## src/hra_pkg.sv

```systemverilog
// ----------------------------------------------------------------------------
// hra_pkg
// Shared constants, types and arithmetic helpers of the HSV region adjuster.
// ----------------------------------------------------------------------------
package hra_pkg;

    localparam int unsigned MAX_SIDE_DEF = 4096;

    // Q16 levels: 65536 is 1.0, so a level needs 17 bits
    localparam int unsigned LVL_W = 17;
    localparam logic [LVL_W-1:0] ONE = 17'h10000;

    // fraction divider: floor(num * 2^16 / den), num <= den
    localparam int unsigned DIV_W      = 11;
    localparam int unsigned DIV_STAGES = 8;
    localparam int unsigned QUO_W      = 3 + 2 * (DIV_STAGES - 1);

    localparam int unsigned CFG_IDX_W  = 3;
    localparam int unsigned CFG_DATA_W = 16;

    typedef enum logic [CFG_IDX_W-1:0] {
        REG_LEFT   = 3'd0,
        REG_TOP    = 3'd1,
        REG_RIGHT  = 3'd2,
        REG_BOTTOM = 3'd3,
        REG_HUE    = 3'd4,
        REG_SAT    = 3'd5,
        REG_VAL    = 3'd6,
        REG_MIX    = 3'd7
    } cfg_reg_t;

    // pixel data riding alongside the arithmetic
    typedef struct packed {
        logic [7:0] red;
        logic [7:0] green;
        logic [7:0] blue;
        logic       in_rect;
        logic       span_zero;
        logic       max_zero;
    } side_t;

    // one restoring step: {quotient bit, new remainder}
    function automatic logic [DIV_W:0] div_step(input logic [DIV_W-1:0] rem,
                                                input logic [DIV_W-1:0] den);
        logic [DIV_W:0] r2;
        logic [DIV_W:0] diff;
        r2   = {rem, 1'b0};
        diff = r2 - {1'b0, den};
        if (r2 >= {1'b0, den})
            return {1'b1, diff[DIV_W-1:0]};
        else
            return {1'b0, r2[DIV_W-1:0]};
    endfunction

    // Q16 level times Q2.14 scale, clamped to 1.0
    function automatic logic [LVL_W-1:0] scale_q14(input logic [LVL_W-1:0] x,
                                                   input logic [15:0] s);
        logic [32:0] p;
        p = 33'(x) * 33'(s);
        if (p[32:14] > 19'(ONE))
            return ONE;
        else
            return p[30:14];
    endfunction

    // signed level to [0, 1.0]
    function automatic logic [LVL_W-1:0] clamp_one(input logic signed [18:0] v);
        if (v < 0)
            return '0;
        else if (v > 19'sd65536)
            return ONE;
        else
            return v[LVL_W-1:0];
    endfunction

endpackage

```

## src/hra_div.sv

```systemverilog
// ----------------------------------------------------------------------------
// hra_div
// Pipelined fraction divider, two quotient bits per stage.
// ----------------------------------------------------------------------------
module hra_div (
    input  logic                                clk,
    input  logic [hra_pkg::DIV_STAGES-1:0]      en,
    input  logic [hra_pkg::DIV_W-1:0]           num,
    input  logic [hra_pkg::DIV_W-1:0]           den,
    output logic [hra_pkg::QUO_W-1:0]           quo
);

    localparam int unsigned NS = hra_pkg::DIV_STAGES;
    localparam int unsigned DW = hra_pkg::DIV_W;
    localparam int unsigned QW = hra_pkg::QUO_W;

    logic [DW-1:0] rem_reg [NS];
    logic [DW-1:0] den_reg [NS];
    logic [QW-1:0] quo_reg [NS];
    logic [DW-1:0] rem_next [NS];
    logic [DW-1:0] den_next [NS];
    logic [QW-1:0] quo_next [NS];

    always_comb
    begin
        logic          ib;
        logic [DW-1:0] r0;
        logic [DW:0]   t1;
        logic [DW:0]   t2;
        // first stage also takes the integer bit (num <= den)
        ib = (num >= den);
        r0 = ib ? DW'(num - den) : num;
        t1 = hra_pkg::div_step(r0, den);
        t2 = hra_pkg::div_step(t1[DW-1:0], den);
        rem_next[0] = t2[DW-1:0];
        den_next[0] = den;
        quo_next[0] = {(QW-3)'(0), ib, t1[DW], t2[DW]};
        for (int k = 1; k < NS; k++)
        begin
            t1 = hra_pkg::div_step(rem_reg[k-1], den_reg[k-1]);
            t2 = hra_pkg::div_step(t1[DW-1:0], den_reg[k-1]);
            rem_next[k] = t2[DW-1:0];
            den_next[k] = den_reg[k-1];
            quo_next[k] = {quo_reg[k-1][QW-3:0], t1[DW], t2[DW]};
        end
    end

    always_ff @(posedge clk)
    begin
        for (int k = 0; k < NS; k++)
        begin
            if (en[k])
            begin
                rem_reg[k] <= rem_next[k];
                den_reg[k] <= den_next[k];
                quo_reg[k] <= quo_next[k];
            end
        end
    end

    assign quo = quo_reg[NS-1];

endmodule

```

## config.mk

```make
export PLATFORM = sky130hd
export DESIGN_NAME = hra_div
export DESIGN_NICKNAME = d
export VERILOG_FILES = /design/src/hra_pkg.sv /design/src/hra_div.sv
export SDC_FILE = /design/constraint.sdc
export NUM_CORES = 1
export LEC_CHECK = 0
export BUFFER_PORTS_ARGS = -buffer_cell sky130_fd_sc_hd__buf_4
export CORE_MARGIN = 2
export CORE_UTILIZATION = 40
export CTS_CLUSTER_SIZE = 8
export DETAILED_ROUTE_END_ITERATION = 8
export SLEW_MARGIN = 25
export SYNTH_ARGS = -nofsm -noshare
export SYNTH_HDL_FRONTEND = slang
export SYNTH_SLANG_ARGS = --single-unit
```

## constraint.sdc

```tcl
create_clock -name clk -period 6.1 [get_ports clk]
set_clock_uncertainty 0.1 [all_clocks]
set_input_delay 0.305 -clock clk [delete_from_list [all_inputs] [get_ports clk]]
set_output_delay 0.305 -clock clk [all_outputs]
set_load 0.005 [all_outputs]
```

==> results list, run 1 <==
* Top cells by area, synth: sky130_fd_sc_hd__edfxtp_1 (42%), sky130_fd_sc_hd__ha_1 (13%), sky130_fd_sc_hd__mux2_2 (4.7%)
- Initial Utilization: 40.6%
- Weighted congestion at the end of routability-driven global placement: between 0.8 and 0.9
* Final hold violation count: 0
- Number of ports placed on the die boundary: 48
- Summing all multi-input logic gate instances after layout gives 9040 sq um.
- Most used standard cell by instance count after synthesis: sky130_fd_sc_hd__edfxtp_1
- Smallest hold slack: 0.0365 ns
* Number of vias per cell: 5.39
* Number of H-tree levels: 2
- In this run, placement finished with an instance count of 2185.
* Number of flip-flops under the largest register name: 80
* Initial antenna violation count: 0
- Count of filler cells inserted in the layout: 3819
- Worst setup startpoint: den[6]
* Area share of the largest cell type after synthesis: 42.2%
- TritonCTS built the clock tree.
* Maximum buffer depth of the clock tree: 3
- The worst-case IR drop observed on VDD is 0.249 mV.
- Clock sinks: 234
* Top achievable clock speed: 0.171 GHz
* Static power due to leakage: 7.74 nW
* Critical Setup Path Class: input port to flop
- The max-slew violation total from the final report is 0.
- Crit. End Element: flop
* Critical path data required time: 6.27 ns
- Floorplan core area: a little over 40000 sq um
* Layout cell share with drive strength beyond 1: 15.0%
- From left edge to right edge, the die measures 208 microns.
- Summed over all layers, the routed wires come to 37200 microns.
- All-Layer GR Usage: between 15 and 20%
- The worst register-to-register path begins at den_reg[5][0].
- Fraction of the cycle the final worst path needs: 96.1%
- CTS Buf Count: 35
- The detailed router finished its first iteration with 661 violations.
- Status: finished, final reports clean
- ANT nets after route: 0
* Buffer cell driving the clock tree root: sky130_fd_sc_hd__clkbuf_16
- Summed over all instances, the cell type with the most area after synthesis is sky130_fd_sc_hd__edfxtp_1.
- Origin of the worst min-delay path: den[0]
- Register area: roughly 7000 sq um
* Clock period minus final worst setup slack: 5.86 ns
* Layout overhead on the synthesized area: 14.3%
- Average footprint of a synthesized cell: approximately 11 sq um
- Filler-free cell count of the finished design: 2241
* Power density of the placed cells: 657 nW/um^2
- Clock latency on the worst-skew pair, taken at its later pin, is 0.53 ns.
- The tightest min-delay check is of the input port to flop type.
- The first detailed-routing pass ran for 5 iterations.
* First-pass GRT wire length: around 62000 microns
* Biggest fanout along the worst timing path: 11
- Post-DP HPWL: approximately 29000 microns
- Arr. time, crit path: ~6.0 ns
* Async set-reset flop share out of synthesis: 0%
- Number of unique standard cell types used by synthesis: 72
- Part of the Yosys area used for sequential elements: 42.2%
- Max Cap Violations: 0
* Clock edge transition at the registers on the reported setup and hold paths: around 0.050 ns
- On the worst path, the slowest cell contributes a delay of 0.53 ns.
- The floorplan step set the die height to 208 microns.
* Count of flip-flops with a built-in enable after synthesis: 234
- The slowest stage of the critical path belongs to the cell sky130_fd_sc_hd__dlygate4sd3_1.
- Gate Count Post-Synth: 1586
- IO Port Bufs: 47
* Synthesis warning total: 0
* Total congestion overflow after global routing: 0
- Rows: 74
- After synthesis the cells add up to about 17000 sq um.
- Number of vias in the routed layout: 12100
- When the netlist entered floorplanning its net count stood at 1804.
- Layout net count: 1922
- DRC viols: 0
- Pin count of the biggest net entering global routing: 38
- Average routed wire per standard cell: 16.6 microns
- The via count of the first global-routing pass came to about 12000.
- In the synthesized netlist the dominant register cell turns out to be sky130_fd_sc_hd__edfxtp_1.
- After synthesis the netlist holds a flip-flop and latch count of 234.
- The die covers 43300 sq um.
- Antenna diode instance count: 0
- Critical Path Source Type: input port
- Most instantiated cells after synthesis: sky130_fd_sc_hd__edfxtp_1 (234), sky130_fd_sc_hd__ha_1 (178), sky130_fd_sc_hd__inv_1 (147)
* Headroom to the max-slew limit: 34.5%
* Actual transition at the worst max-transition pin: roughly 1 ns
- Final setup violating endpoints: 0
## path summary, 6_finish.rpt
check	to	slack [ns]	depth (start not counted)
hold / removal	den_reg[0][0]	0.04	2
setup reg to reg	rem_reg[6][10]	0.40	18
setup / recovery	rem_reg[0][8]	0.24	27
hold reg to reg	quo_reg[1][7]	0.30	0
## metal layers
layer / share of wire [%] / global-route usage (%) / vias up / routed length (microns)
met5: 0 / 0 / - / 0
met4: 1.8 / 4.44 / 0 / 663
met3: 3.6 / 2.90 / 54 / 1320
met2: 49 / 30.6 / 191 / 18200
met1: 46 / 22.6 / 5708 / 17100
li1: - / - / 6132 / -
## critical path: cells and delay by family
family / cells / cell delay, ns
AOI/OAI and AO/OA: 9 / 1.61
adders and majority gates: 3 / 0.83
buffers and inverters: 6 / 1.14
muxes: 3 / 1.00
and+or+nand+nor: 6 / 1.12
## cell type report
class / count / share of cell area (%)
Multi-Input combinational cell: 1182 / 47.4
Sequential cell: 234 / 36.9
Clock buffer: 37 / 4.64
Timing Repair Buffer: 104 / 4.30
Tap cell: 532 / 3.50
Inverter: 147 / 2.90
Clock inverter: 5 / 0.328
## cells by family after synthesis
kind of cell / after synthesis / share of synthesized area, %
AO/OA/AOI/OAI: 389 / 15.4
buffers and inverters: 170 / 4.03
AND/OR/NAND/NOR: 411 / 12.3
XOR/XNOR: 105 / 5.52
adder cells (fa/ha/maj): 187 / 14.4
flip-flops: 234 / 42.2
multiplexers: 90 / 6.17
## placed cells by master (no fill, tap or decap), types with 11 or more instances in the layout
cell type,netlist,final
sky130_fd_sc_hd__a211oi_1,20,20
sky130_fd_sc_hd__nor2_1,113,113
sky130_fd_sc_hd__o31ai_1,20,20
sky130_fd_sc_hd__nand2_1,74,73
sky130_fd_sc_hd__clkbuf_16,0,35
sky130_fd_sc_hd__a21o_1,24,24
sky130_fd_sc_hd__nor3_1,43,42
sky130_fd_sc_hd__ha_1,178,177
sky130_fd_sc_hd__nand4_1,22,22
sky130_fd_sc_hd__or3_1,20,20
sky130_fd_sc_hd__xor2_1,35,35
sky130_fd_sc_hd__o21bai_1,15,14
sky130_fd_sc_hd__nor4_1,12,11
sky130_fd_sc_hd__o21a_1,21,21
sky130_fd_sc_hd__nand3_1,30,30
sky130_fd_sc_hd__nor2b_1,34,33
sky130_fd_sc_hd__a21oi_1,108,106
sky130_fd_sc_hd__mux2_2,69,69
sky130_fd_sc_hd__o211ai_1,14,14
sky130_fd_sc_hd__and2_1,12,12
sky130_fd_sc_hd__edfxtp_1,234,234
sky130_fd_sc_hd__mux2i_1,13,11
sky130_fd_sc_hd__buf_4,1,93
sky130_fd_sc_hd__nand2b_1,17,17
sky130_fd_sc_hd__xnor2_1,70,70
sky130_fd_sc_hd__o21ai_0,81,79
sky130_fd_sc_hd__inv_1,147,147
## power breakdown
part           switching (W)  leakage (nW)  internal [W]
clock network       0.000672         0.460       0.00102
registers           0.000230          2.27       0.00260
logic                0.00425          5.01       0.00373
total                0.00515          7.74       0.00736
## through the flow
| step | worst slack (ns) | setup TNS (ns) | area (sq um) | utilization [%] | total power (W) |
|---|---|---|---|---|---|
| 2_1_floorplan | 0.258 | 0 | 16700 | - | 0.00904 |
| 3_3_place_gp | 0.136 | 0 | 17900 | 43.6 | 0.0106 |
| 3_5_place_dp | 0.0104 | 0 | 17900 | 43.6 | 0.0107 |
| 4_1_cts | 0.0152 | 0 | 18900 | 46.2 | 0.0125 |
| 5_1_grt | -0.0414 | -0.248 | 19000 | 46.4 | 0.0137 |
| 6_report | 0.235 | 0 | 19000 | 46.4 | 0.0125 |
## timing repair
action,in CTS,in global routing
endpoints found under the setup margin,0,20
buffers inserted,0,4
hold buffers,10,0
endpoints found under the hold margin,10,0
gates resized for setup,0,19
Power figures use the tool's default switching activity.
==> run 2, diff against run 1 <==
--- a/config.mk
+++ b/config.mk
@@ -6,10 +6,12 @@
 export NUM_CORES = 1
 export LEC_CHECK = 0
 export BUFFER_PORTS_ARGS = -buffer_cell sky130_fd_sc_hd__buf_4
+export CORE_ASPECT_RATIO = 0.5
 export CORE_MARGIN = 2
 export CORE_UTILIZATION = 40
 export CTS_CLUSTER_SIZE = 8
 export DETAILED_ROUTE_END_ITERATION = 8
+export PLACE_DENSITY = 0.61
 export SLEW_MARGIN = 25
 export SYNTH_ARGS = -nofsm -noshare
 export SYNTH_HDL_FRONTEND = slang
==> results list, run 2 (synthesis results as in run 1) <==
* Layout net count: 1914 (-0.42%)
- Weighted congestion at the end of routability-driven global placement: 0.879 (+1.9%)
- The mean number of vias per cell is 5.33 (-1.2%).
- Worst-skew pair later-pin latency: 0.51 ns (-0.02 ns)
* Arr. time, crit path: 5.98 ns (-0.06 ns)
- The count of cells along the worst hold path was 1 (-1).
- First-pass iteration count of the detailed router: 5 (unchanged)
- Crit. End Element: flop
* Post-DP HPWL: 26800 microns (-8.9%)
- Layout cell share with drive strength beyond 1: 14.3% (-0.73 points)
- Clock period minus final worst setup slack: 5.82 ns (-0.0434 ns)
- The critical path in this run is classified as input port to flop.
* GR met1 Demand/Resource: 19.1% (-3.4 points)
- In the layout the commonest cells are sky130_fd_sc_hd__edfxtp_1 (234), sky130_fd_sc_hd__ha_1 (178), sky130_fd_sc_hd__inv_1 (147).
- Fraction of the cycle the final worst path needs: 95.4% (-0.71 points)
- Met2 Use GR: 29.0% (-1.6 points)
* Number of global-route vias before repair: 11800 (-1.6%)
- Clock edge transition at the registers on the reported setup and hold paths: 0.05 ns (about the same)
* Pin count of the biggest net entering global routing: 38 (unchanged)
- The worst register-to-register path begins at den_reg[3][0].
- Area of the die: 43400 sq um (+0.23%)
- The max-slew headroom at the worst pin was 50.4% (+16 points).
- The slack of the worst reg-to-reg path is 0.48 ns (+0.08 ns).
- Static power due to leakage: 7.70 nW (-0.55%)
* Number of H-tree levels: 2 (unchanged)
- The first-pass GRT wire length came to 56600 microns (-8.3%).
* Largest vdd supply drop: 0.253 mV (+1.5%)
- The standard cell core area came to 40700 sq um (-0.70%).
- The horizontal die dimension came to 293 microns (+41%).
- Setup TNS: 0 ns (unchanged)
- Power density of the placed cells: 650 nW/um^2 (-1.1%)
- The initial DRC count was 517 (-22%).
- CP bufs+invs: 6 (unchanged)
* Antenna diode instance count: 0 (unchanged)
* Initial Utilization: 40.9% (+0.29 points)
- Routing layer with the top usage in global route: met2
- The overall routed net length was 33900 microns (-8.9%).
- The met3 routing resource usage after global routing was 2.82% (-0.074 points).
- IO Port Bufs: 47 (unchanged)
- Number of vias in the routed layout: 11900 (-1.3%)
* Reg-to-reg endpoint: rem_reg[4][8]
* Number of ports placed on the die boundary: 48 (unchanged)
- Rows: 52 (-30%)
- The placement-stage worst setup slack came to 0.0356 ns (+0.0252 ns).
- From synthesis to final layout, the design area changed by 13.7%.
- The startpoint identified for the worst hold timing path is en[7].
- Cells on worst reg2reg path: 19 (+1)
- All-Layer GR Usage: 15.9% (-1.7 points)
* Average routed wire per standard cell: 15.2 microns (-8.8%)
- Kind of path behind the tightest hold check: input port to flop
- Initial antenna violation count: 0 (unchanged)
* Pins over their slew limit: 0 (unchanged)
- Critical Path Source Type: input port
* Clock sinks: 234 (unchanged)
- The count of nets left with antenna violations after detail routing was 0 (unchanged).
- The delay of the slowest cell on the worst path came to 0.53 ns (about the same).
- The flip-flop count of the largest register, all copies and words added came to 80 (unchanged).
- Biggest fanout along the worst timing path: 11 (unchanged)
* Final WS setup: 0.278 ns (+0.0434 ns)
- Die span in y: 148 microns (-29%)
- Final Util: 46.5% (+0.091 points)
* Final hold violation count: 0 (unchanged)
- Critical path data required time: 6.25 ns (-0.02 ns)
* Status: finished, final reports clean
- The number of design rule violations left after detail routing is 0 (unchanged).
- The cell family contributing the most delay on the critical path is compound AO/OA/AOI/OAI gates.
* Final setup violating endpoints: 0 (unchanged)
- Total congestion overflow after global routing: 0 (unchanged)
* Max Cap Violations: 0 (unchanged)
- Leaving out fill and tap cells, the most frequent cell in the layout is sky130_fd_sc_hd__edfxtp_1.
- The largest individual stage delay along the critical path comes from the cell sky130_fd_sc_hd__dlygate4sd3_1.
- Hold worst-path end: quo_reg[1][59]
- CTS Buf Count: 35 (unchanged)
- The slew at the pin closest to its max-slew limit came to 0.735 ns (-0.244 ns).
- CTS tree: done
* Top achievable clock speed: 0.172 GHz (+0.75%)
- Maximum buffer depth of the clock tree: 3 (unchanged)
- The count of fill cells added during filler insertion came to 3809 (-0.26%).
- The tree is rooted in a sky130_fd_sc_hd__clkbuf_16.
-- run 2: metrics by stage --
step                      cells  hold WS [ns]  power [W]  cell area (sq um)
after global routing       2238        0.0677     0.0135              18900
after floorplan            1586         0.300    0.00904              16700
after CTS                  2238        0.0709     0.0124              18900
final                      2238        0.0913     0.0123              18900
after detailed placement   2188         0.305     0.0106              17900
after global placement     2188         0.300     0.0105              17900
-- run 2: how the worst max path moves through the flow --
| stage | from | endpoint | slack, ns | depth (start not counted) |
|---|---|---|---|---|
| finish | den[1] | rem_reg[0][2] | 0.28 | 27 |
| floorplan | den[4] | rem_reg[0][10] | 0.26 | 26 |
| CTS | den[9] | rem_reg[0][2] | 0.01 | 27 |
| global placement | den[4] | rem_reg[0][2] | 0.15 | 25 |
| detailed placement | den[4] | rem_reg[0][2] | 0.04 | 25 |
| global route | den[0] | rem_reg[0][2] | -0.02 | 28 |
-- run 2: where the power goes --
part           total [W]  switching [W]  internal (W)  leakage, nW
clock network    0.00169       0.000656       0.00104        0.459
logic            0.00781        0.00409       0.00372         4.96
registers        0.00281       0.000207       0.00260         2.27
-- run 2: timing repair --
action | 4_1_cts | 5_1_grt
hold buffers | 11 | 0
gates resized for setup | 0 | 9
setup buffers | 0 | 0
setup endpoints to repair | 0 | 12
hold endpoints to repair | 11 | 0
-- run 2: layout make-up --
cell class                 count  area (sq um)  area share, %
tap                          540           676           3.57
sequential                   234          7030           37.1
clock buffer                  36           901           4.75
timing repair buffer          96           761           4.01
multi-input combinational   1182          9000           47.5
inverter                     147           552           2.91
clock inverter                 3          33.8          0.178
-- run 2: metal layers --
metal | routed length [microns] | vias up
li1 | - | 6132
met1 | 15400 | 5592
met2 | 16700 | 143
met3 | 1020 | 57
met4 | 737 | 0
met5 | 0 | -
-- run 2: worst register-to-register path, delay by kind of cell (launching register included) --
family / cells / cell delay [ns]
compound gates: 9 / 2.31
fa+ha+maj: 2 / 0.83
buf+inv: 3 / 0.53
flops: 1 / 0.33
mux: 2 / 0.70
simple gates: 3 / 0.54
==> run 3, diff against run 2 <==
--- a/config.mk
+++ b/config.mk
@@ -6,12 +6,15 @@
 export NUM_CORES = 1
 export LEC_CHECK = 0
 export BUFFER_PORTS_ARGS = -buffer_cell sky130_fd_sc_hd__buf_4
+export CELL_PAD_IN_SITES_DETAIL_PLACEMENT = 1
+export CELL_PAD_IN_SITES_GLOBAL_PLACEMENT = 2
 export CORE_ASPECT_RATIO = 0.5
-export CORE_MARGIN = 2
-export CORE_UTILIZATION = 40
+export CORE_MARGIN = 3
+export CORE_UTILIZATION = 39
 export CTS_CLUSTER_SIZE = 8
 export DETAILED_ROUTE_END_ITERATION = 8
-export PLACE_DENSITY = 0.61
+export PLACE_DENSITY = 0.82
+export SKIP_CTS_REPAIR_TIMING = 1
 export SLEW_MARGIN = 25
 export SYNTH_ARGS = -nofsm -noshare
 export SYNTH_HDL_FRONTEND = slang
==> results list, run 3 (synthesis results as in run 1) <==
- In this run the worst setup path begins at den_reg[3][0].
- The die extent in y came to 152 microns (+2.6%).
- Rows: 52 (unchanged)
- The critical path is of the flop to flop type.
- Number of ports placed on the die boundary: 48 (unchanged)
- Origin of the worst min-delay path: en[7]
- Final std cell area, no fill: 19000 sq um (+0.22%)
- The net count of the finished layout was 1920 (+0.31%).
- The via count of the first global-routing pass is 13900 (+18%).
* Worst-path cell with the longest stage delay: sky130_fd_sc_hd__fa_1
* Critical Path Source Type: flop
* Pins over their slew limit: 0 (unchanged)
* Floorplan core area: 41200 sq um (+1.3%)
* Worst-skew pair later-pin latency: 0.52 ns (about the same)
* Number of vias in the routed layout: 12400 (+3.7%)
- Final setup violating endpoints: 0 (unchanged)
- The run finished with clean final reports.
* CTS tree: done
* Smallest hold slack: 0.0999 ns (+0.00863 ns)
- The share of final-layout standard cells stronger than drive strength 1 is 14.2% (-0.059 points).
- The first-pass GRT wire length is 69000 microns (+22%).
- The deepest level of the CTS H-tree is 2 (unchanged).
- Unrepaired setup endpoints after global routing: no
* Final Util: 46.0% (-0.48 points)
- The part of the cycle the worst path needs is 94.2% (-1.3 points).
* Number of vias per cell: 5.44 (+2.1%)
- Kind of path behind the tightest hold check: input port to flop
- IO Port Bufs: 47 (unchanged)
- Arr. time, crit path: 5.89 ns (-0.09 ns)
- The count of final hold-check violations is 0 (unchanged).
- Weighted congestion at the end of routability-driven global placement: 0.888 (+0.98%)
- The worst-case clock buffer depth is 3 (unchanged).
- In the layout the commonest cells are sky130_fd_sc_hd__edfxtp_1 (234), sky130_fd_sc_hd__ha_1 (178), sky130_fd_sc_hd__inv_1 (147).
- The root buffer cell chosen for the clock tree is sky130_fd_sc_hd__clkbuf_16.
- The overall routed net length was 41400 microns (+22%).
* Pin count of the biggest net entering global routing: 38 (unchanged)
* Initial Utilization: 40.4% (-0.52 points)
* Number of flip-flops under the largest register name: 80 (unchanged)
- The delay of the slowest cell on the worst path was 0.50 ns (-0.03 ns).
- The floorplan die area was 45400 sq um (+4.6%).
- Instance area at placement: 17900 sq um (+0.37%)
- Total placed cells including tap cells: 2221 (+1.5%)
- The number of antenna cells inserted is 0 (unchanged).
- The minimum clock period came to 5.75 ns (-0.0765 ns).
- Layout overhead on the synthesized area: 14.0%
- The detailed-routing iteration count for the pre-antenna-repair pass came to 4 (-1).
- Filler-free cell count of the finished design: 2272 (+1.5%)
* Crit. End Element: flop
- Post-DP HPWL: 33300 microns (+24%)
- All-Layer GR Usage: 18.3% (+2.4 points)
- Count of filler cells inserted in the layout: 4515 (+19%)
* Top achievable clock speed: 0.174 GHz (+1.3%)
- The slew at the pin closest to its max-slew limit was 0.794 ns (+0.0594 ns).
- The number of buffers created by CTS was 35 (unchanged).
- Clock edge transition at the registers on the reported setup and hold paths: 0.05 ns (about the same)
* Clock sinks: 234 (unchanged)
- Leaving out fill and tap cells, the most frequent cell in the layout is sky130_fd_sc_hd__edfxtp_1.
- Average routed wire per standard cell: 18.2 microns (+20%)
* List of cells traversed by the critical path: inv_1, fa_1, a211oi_1, o21bai_1, a2111oi_0, buf_4, o31ai_1, nor2_2, mux2_2, ha_1, or3_1, o2111a_1, o21a_1, o21a_1, o31a_1, nor4_2, buf_4, mux2_2
* First-iteration detailed-routing DRC count: 442 (-15%)
* Initial antenna violation count: 0 (unchanged)
* Reg-to-Reg Start: den_reg[3][0]
* Headroom to the max-slew limit: 46.4% (-4.0 points)
- DRC viols: 0 (unchanged)
* Critical path data required time: 6.25 ns (about the same)
* Biggest fanout along the worst timing path: 12 (+1)
- The count of nets left with antenna violations after detail routing came to 0 (unchanged).
* Max Cap Violations: 0 (unchanged)
- The overflow left after global routing came to 0 (unchanged).
- X dimension of the die: 298 microns (+1.9%)
## run 3: final timing paths
path / endpoint / slack [ns] / cells past startpoint
worst max-delay path: rem_reg[4][1] / 0.35 / 18
worst max register to register: rem_reg[4][1] / 0.35 / 18
worst min-delay path: quo_reg[1][52] / 0.1 / 1
worst min register to register: quo_reg[1][43] / 0.31 / 0
## run 3: final cells by class
class	count	area, sq um	area share (%)
clock buffer	37	905	4.76
clock inverter	3	32.5	0.171
inverter	147	552	2.91
multi-input combinational	1182	8970	47.2
sequential	234	7030	37.0
tap	567	709	3.74
timing repair buffer	102	793	4.18
## run 3: per-stage QoR
step	setup slack (ns)	TNS, ns
after CTS	0.344	0
after global placement	0.0516	0
after floorplan	0.258	0
after detailed placement	-0.163	-1.40
final	0.355	0
after global routing	0.0224	0
## run 3: layer usage
metal | global-route usage [%] | vias to the layer above | wire (microns)
li1 | - | 6119 | -
met1 | 19.8 | 6022 | 17000
met2 | 36.3 | 138 | 22200
met3 | 2.65 | 83 | 969
met4 | 5.82 | 0 | 1220
met5 | 0 | - | 0
## run 3: critical path, delay by kind of cell (launching register included)
family / cells / cell delay [ns]
AOI/OAI and AO/OA: 8 / 1.81
adders and majority gates: 2 / 0.84
buffers and inverters: 3 / 0.56
DFF: 1 / 0.49
muxes: 2 / 0.75
and+or+nand+nor: 3 / 0.95
Power of run 3 is not shown: default switching activity piles up to over one toggle a cycle in this logic, so the estimate is an artifact.
